--- src/hdl/rasm_pkg.sv ---
// ----------------------------------------------------------------------------
// rasm_pkg
// Shared types and constants for the range add / range sum block.
// ----------------------------------------------------------------------------
package rasm_pkg;

	localparam int DEPTH      = 1024;
	localparam int BLOCK      = 32;
	localparam int NUM_BLOCKS = 32;
	localparam int IDX_W      = $clog2(DEPTH);
	localparam int BLK_SH     = $clog2(BLOCK);
	localparam int BIDX_W     = $clog2(NUM_BLOCKS);

	localparam logic [1:0] CMD_LOAD  = 2'd0;
	localparam logic [1:0] CMD_ADD   = 2'd1;
	localparam logic [1:0] CMD_QUERY = 2'd2;

	typedef enum logic [3:0] {
		ST_CLEAR,
		ST_IDLE,
		ST_DISP,
		ST_LD_WR,
		ST_WALK,
		ST_EL_WR,
		ST_DIV_INIT,
		ST_DIV,
		ST_FIX,
		ST_OUT
	} state_t;

	typedef struct packed {
		logic capture;
		logic clr_wr;
		logic ld_wr;
		logic walk_step;
		logic walk_wr;
		logic div_init;
		logic div_step;
		logic fix;
		logic set_bad;
	} ctl_t;

	typedef struct packed {
		logic is_load;
		logic is_add;
		logic is_query;
		logic neg;
		logic load_ok;
		logic more;
		logic whole;
		logic clr_last;
		logic div_last;
	} stat_t;

endpackage

--- src/hdl/rasm_ctrl.sv ---
// ----------------------------------------------------------------------------
// rasm_ctrl
// Sequencer: clearing pass, command dispatch, range walk, modulus reduction.
// ----------------------------------------------------------------------------
module rasm_ctrl (
	input  logic            clk,
	input  logic            arst_n,
	input  logic            start,
	input  rasm_pkg::stat_t st,
	output rasm_pkg::ctl_t  ctl,
	output logic            busy,
	output logic            done
);

	rasm_pkg::state_t state_q, state_nx;

	always_ff @(posedge clk or negedge arst_n) begin
		if (!arst_n) state_q <= rasm_pkg::ST_CLEAR;
		else state_q <= state_nx;
	end

	always_comb begin
		state_nx = state_q;
		ctl      = '0;
		busy     = 1'b1;
		done     = 1'b0;
		case (state_q)
			rasm_pkg::ST_CLEAR: begin
				ctl.clr_wr = 1'b1;
				if (st.clr_last) state_nx = rasm_pkg::ST_IDLE;
			end
			rasm_pkg::ST_IDLE: begin
				busy = 1'b0;
				if (start) begin
					ctl.capture = 1'b1;
					state_nx    = rasm_pkg::ST_DISP;
				end
			end
			rasm_pkg::ST_DISP: begin
				if (st.is_load) begin
					state_nx = st.load_ok ? rasm_pkg::ST_LD_WR : rasm_pkg::ST_IDLE;
				end else if (st.is_add) begin
					state_nx = rasm_pkg::ST_WALK;
				end else if (st.is_query) begin
					if (st.neg) begin
						ctl.set_bad = 1'b1;
						state_nx    = rasm_pkg::ST_OUT;
					end else begin
						state_nx = rasm_pkg::ST_WALK;
					end
				end else begin
					state_nx = rasm_pkg::ST_IDLE;
				end
			end
			rasm_pkg::ST_LD_WR: begin
				ctl.ld_wr = 1'b1;
				state_nx  = rasm_pkg::ST_IDLE;
			end
			rasm_pkg::ST_WALK: begin
				if (!st.more) begin
					state_nx = st.is_query ? rasm_pkg::ST_DIV_INIT : rasm_pkg::ST_IDLE;
				end else begin
					ctl.walk_step = 1'b1;
					if (!st.whole) state_nx = rasm_pkg::ST_EL_WR;
				end
			end
			rasm_pkg::ST_EL_WR: begin
				ctl.walk_wr = 1'b1;
				state_nx    = rasm_pkg::ST_WALK;
			end
			rasm_pkg::ST_DIV_INIT: begin
				ctl.div_init = 1'b1;
				state_nx     = rasm_pkg::ST_DIV;
			end
			rasm_pkg::ST_DIV: begin
				ctl.div_step = 1'b1;
				if (st.div_last) state_nx = rasm_pkg::ST_FIX;
			end
			rasm_pkg::ST_FIX: begin
				ctl.fix  = 1'b1;
				state_nx = rasm_pkg::ST_OUT;
			end
			rasm_pkg::ST_OUT: begin
				done     = 1'b1;
				state_nx = rasm_pkg::ST_IDLE;
			end
			default: state_nx = rasm_pkg::ST_IDLE;
		endcase
	end

endmodule

--- config.mk ---
export PLATFORM = sky130hd
export DESIGN_NAME = rasm_ctrl
export DESIGN_NICKNAME = d
export VERILOG_FILES = /design/src/hdl/rasm_pkg.sv /design/src/hdl/rasm_ctrl.sv
export SDC_FILE = /design/constraint.sdc
export NUM_CORES = 1
export LEC_CHECK = 0
export BUFFER_PORTS_ARGS = -buffer_cell sky130_fd_sc_hd__buf_2
export CAP_MARGIN = 0
export CELL_PAD_IN_SITES_DETAIL_PLACEMENT = 0
export CELL_PAD_IN_SITES_GLOBAL_PLACEMENT = 1
export CORE_MARGIN = 8
export CORE_UTILIZATION = 24
export DETAILED_ROUTE_END_ITERATION = 8
export PLACE_DENSITY_LB_ADDON = 0.1
export SYNTH_ARGS = -nofsm -noshare
export SYNTH_HDL_FRONTEND = slang
export SYNTH_SLANG_ARGS = --single-unit
export TNS_END_PERCENT = 5
--- constraint.sdc ---
create_clock -name clk -period 1.8 [get_ports clk]
set_clock_uncertainty 0.2 [all_clocks]
set_input_delay 0.18 -clock clk [delete_from_list [all_inputs] [get_ports clk]]
set_output_delay 0.18 -clock clk [all_outputs]
set_load 0.02 [all_outputs]
# Yosys cells after proc, flatten, opt, wreduce, memory -nomap -nowiden
# Cells that the tools add are included.
[word_totals]
ff_bits = 4
wordCells = 45
[classes]
n_eq_ne = 13
n_mux = 29
reduce_logical = 2
[ops]
columns = ["cell", "n"]
rows = [
  ["two-way mux 4 bit", 9],
  ["case mux 4 bit (8 select lines)", 1],
  ["two-way mux 1 bit", 17],
  ["== test 4 x 3 -> 1 bit, second input constant", 4],
  ["== test 4 x 2 -> 1 bit, second input constant", 2],
  ["== test 4 bit, second input constant", 2],
  ["!= test 2 bit, second input constant", 3],
  ["== test 4 x 1 -> 1 bit, second input constant", 1],
  ["logical NOT 4 bit", 1],
  ["AND reduction 4 bit", 1],
  ["two-way mux 3 bit", 1],
  ["!= test 3 bit, second input constant", 1],
  ["two-way mux 2 bit", 1],
]

# Logic depth before layout (Yosys ltp)
[logic_depth]
word_depth = 5
mapped_depth = 5

# Worst setup path before layout
# OpenSTA, ideal clock, no wires.
[synth_path]
kind = "reg-to-reg"
start = "register state_q[2]"
end = "register state_q[0]"
setup_time_ps = 156
t_arrival_ps = 1394
t_required_ps = 1444
setup_slack_ps = 50
path_stages_with_launch = 4
path_buffers = 0
cell_sequence = "dfrtp_1 or2_4 nor3_1 a221oi_2"
[synth_between]
elab_chain_len = 3
word_cells_on_any_way = 14
cone_classes = "eq/ne: 11; mux: 1; reduce/logical: 2"
[synth_rtl]
columns = ["item", "line", "source"]
rows = [
  ["from (decl)", "rasm_ctrl.sv:15", "rasm_pkg::state_t state_q, state_nx;"],
  ["from (signal assigned)", "rasm_ctrl.sv:18", "if (!arst_n) state_q <= rasm_pkg::ST_CLEAR;"],
  ["from (signal assigned)", "rasm_ctrl.sv:19", "else state_q <= state_nx;"],
  ["== test 4 x 3 -> 1 bit (tied with other cells)", "rasm_ctrl.sv:27", "case (state_q)"],
  ["!= test 3 bit (no source line) / != test 2 bit (equally long branches)", "n/a", ""],
  ["AND reduction 4 bit (no source line)", "n/a", ""],
]
# Several ways; a longest one is shown, not always the timed one.
# A chain may end at the register's enable or synchronous reset.

==> results.tsv <==
stage	metric	value	unit
clocking	Bufs on Longest Clock Path	2	
synth	mux share of post-synthesis cell area	0	%
die	Std-Cell Core Area	0.00169	mm2
sta	final-report max-slew violation count	0	
synth	Post-Syn Nets	67	
die	height of the die	58.0	um
pwr	reported leakage power	0.350	nW
die	horizontal die dimension	58.0	um
pwr	VDD IR max	0.495	mV
placed_design	post-detail-place hpwl	1.24	mm
sta	final setup margin	-23.0	ps
sta	Finish-stage setup viols	1	
detailed_routing	count of vias placed by the detailed router	555	
global_route	GRT busiest layer	met2	
run_status	run status	finished with violations	
synth	xor/xnor cell area share of the yosys netlist	0	%
sta	actual transition at the worst max-transition pin	405	ps
worst_setup_path	category of the worst setup path launch point	flop	
job	MaxCap Viol Count	0	
clocking	clock sink total	4	
synth	post-synth cell types	26	
pwr	cell area power density	1630	mW/mm2
final_layout	flip-flop count of the largest register after layout	4	
run_status	violated checks	negative setup slack	
worst_setup_path	largest driver fanout on the critical path	4	
final_layout	Non-Filler Instances	108	
clocking	H-tree level count	1	
pwr	Tot Pwr	1.17	mW
clocking	worst skew pair latency	240	ps
final_layout	Ant. Diodes	0	
synth	count of yosys warnings during synthesis	0	
final_layout	layout overhead on the synthesized area	69.3	%
synth	leading cell type by number of instances after synthesis	sky130_fd_sc_hd__nor2_1	
sta	final critical-path required period	1820	ps
sta	final clock period utilization by the worst path	101	%
final_layout	number of nets at the end of the flow	105	
global_route	number of antenna violations at the first check in global routing	0	
global_route	Tot GR Track Use	9.72	%
final_layout	fill cell instance count of the final layout	185	
hold_path	class of the most critical hold timing path	in -> reg	
synth	register area share after synthesis	23.6	%
die	starting density of the core	25.1	%
sta	worst slew margin relative to its limit	72.9	%
global_route	met2 demand-to-capacity share in global routing	14.8	%
placed_design	RePlAce Congestion	0.703	
global_route	global-route wire length before repair	2.53	mm
clocking	TritonCTS clock tree	yes	
placed_design	count of buffers inserted at the top-level ports	22	
global_route	global-route met3 utilization	3.75	%
synth	Compound-Gate Fraction of Synth Area	31.0	%
detailed_routing	average wire per standard cell	13.9	um
synth	top cells by area, synth	sky130_fd_sc_hd__dfrtp_1, sky130_fd_sc_hd__nand2b_1, sky130_fd_sc_hd__a2111oi_4	
worst_setup_path	data arrival at the endpoint of the critical path	1440	ps
placed_design	number of instances in the placed design	98	
global_route	pin count of the biggest net entering global routing	9	
die	Rows	15	
synth	Post-synth EDFFs	0	
synth	post-synthesis async set-or-reset flop share	100	%
synth	cell count after synthesis	55	
worst_setup_path	Crit. End Element	output pin	
clocking	clock transition at the registers of the reported paths	40	ps
die	floorplan die area	0.00337	mm2
synth	top cells by count, synth	sky130_fd_sc_hd__nor2_1, sky130_fd_sc_hd__nand2b_1, sky130_fd_sc_hd__nor3_1	
synth	adder-cell area share of the yosys netlist	0	%
die	I/O Pins	23	
worst_setup_path	critical path start-end classification	reg -> out	
sta	f_max	549	MHz
detailed_routing	Routed WL	1.50	mm
synth	main flop type after synthesis	sky130_fd_sc_hd__dfrtp_1	
synth	Syn Area/Cell	7.71	um2
placed_design	Placement Setup Slack	49.0	ps
detailed_routing	Detailed Route Iter0 Violations	15	
synth	main combinational cell family by area after synthesis	simple AND/OR/NAND/NOR gates	
final_layout	share of post-route cells with drive strength above 1	51.6	%
clocking	clock root buffer	sky130_fd_sc_hd__clkbuf_4	
global_route	Remaining Overflow, GRT	0	
synth	fraction of the mapped netlist area in simple logic gates	39.5	%
clocking	number of buffers inserted during clock tree synthesis	3	
synth	flops & latches, synth	4	
worst_setup_path	Req. time, crit path	1420	ps
synth	share of the synthesized area in the top cell type	23.6	%
synth	summed instance area of the synthesized netlist	424	um2
final_layout	largest registers	state_q: 4 flops	
sta	final hold violations	0	
detailed_routing	vias per cell	5.14	
detailed_routing	post-detailed-route DRC marker count	0	
global_route	via count of the first global-routing pass	539	
detailed_routing	Routed Antenna Nets	0	
detailed_routing	first-pass iteration count of the detailed router	4	
final_layout	top register by number of flip-flops	state_q	
synth	library cell occupying the most area in the post-synthesis netlist	sky130_fd_sc_hd__dfrtp_1	
global_route	GR met1 Demand/Resource	11.0	%
sta	RSZ-0062 raised after global routing	true	
## per-layer routing
layer	routed length (um)	vias up
met1	657	249
li1	-	275
met3	144	5
met2	658	26
met5	0	-
met4	43	0
## worst max-delay path, cell delays in order (launching register included)
cell                      delay (ps)
sky130_fd_sc_hd__dfrtp_1         380
sky130_fd_sc_hd__or2_4           260
sky130_fd_sc_hd__nor3_4          180
sky130_fd_sc_hd__and4b_1         250
sky130_fd_sc_hd__buf_6           130
## path summary, 6_finish.rpt
path | start | end | slack [ps] | depth (start not counted)
worst min register to register | state_q[3] | state_q[2] | 510 | 4
max in group asynchronous | arst_n | state_q[1] | 1180 | 2
worst min-delay path | st[0] | state_q[1] | 70 | 3
worst max register to register | state_q[2] | state_q[0] | 140 | 5
worst max-delay path | state_q[2] | ctl[0] | -20 | 4
min in group asynchronous | arst_n | state_q[2] | 80 | 2
## placed cells by master, fill, tap and decap left out, types with 2 or more instances in the layout
master,instances
sky130_fd_sc_hd__buf_2,20
sky130_fd_sc_hd__buf_4,12
sky130_fd_sc_hd__nor2_1,6
sky130_fd_sc_hd__nand2b_1,4
sky130_fd_sc_hd__nand2_1,4
sky130_fd_sc_hd__nor2b_1,4
sky130_fd_sc_hd__nor3_1,3
sky130_fd_sc_hd__a21oi_1,3
sky130_fd_sc_hd__clkbuf_4,3
sky130_fd_sc_hd__inv_1,2
sky130_fd_sc_hd__o21ai_0,2
sky130_fd_sc_hd__dlygate4sd3_1,2
sky130_fd_sc_hd__buf_6,2
sky130_fd_sc_hd__dfrtp_2,2
sky130_fd_sc_hd__dfrtp_1,2
## area by class of cell
class                   count  area (um2)  area share (%)
multi-input cells          46         332            46.2
well taps                  17        21.3            2.96
clock buffers               3        22.5            3.14
inverters                   2        7.51            1.05
repair buffers             36         233            32.4
flip-flops and latches      4         103            14.3
## power by group
part	internal (mW)	total [mW]	switching (mW)
registers	0.135	0.194	0.0589
clock network	0.0747	0.113	0.0388
logic	0.412	0.861	0.450
## per-stage QoR
stage               utilization [%]  hold WS [ps]  TNS [ps]  instance area [um2]
global placement               35.0          -210         0                  591
finish                         42.5          72.1     -23.0                  718
floorplan                         -          -316         0                  424
global route                   42.5          78.9      -212                  718
detailed placement             35.0          -204         0                  591
CTS                            41.6          74.4     -67.8                  702
## cells by family (layout without fill, tap and decap cells)
logic type             after synthesis  count (layout)
and+or+nand+nor                     31              31
DFF                                  4               4
buffers and inverters                5              41
AOI/OAI and AO/OA                   15              15
## repair_timing
item	in CTS	in global routing
buffers inserted	5	0
pin swaps	3	3
gates resized for setup	7	5
hold buffers	2	0
hold endpoints to repair	5	0
setup endpoints to repair	3	9
No activity file was read; power rests on OpenSTA's default activity.
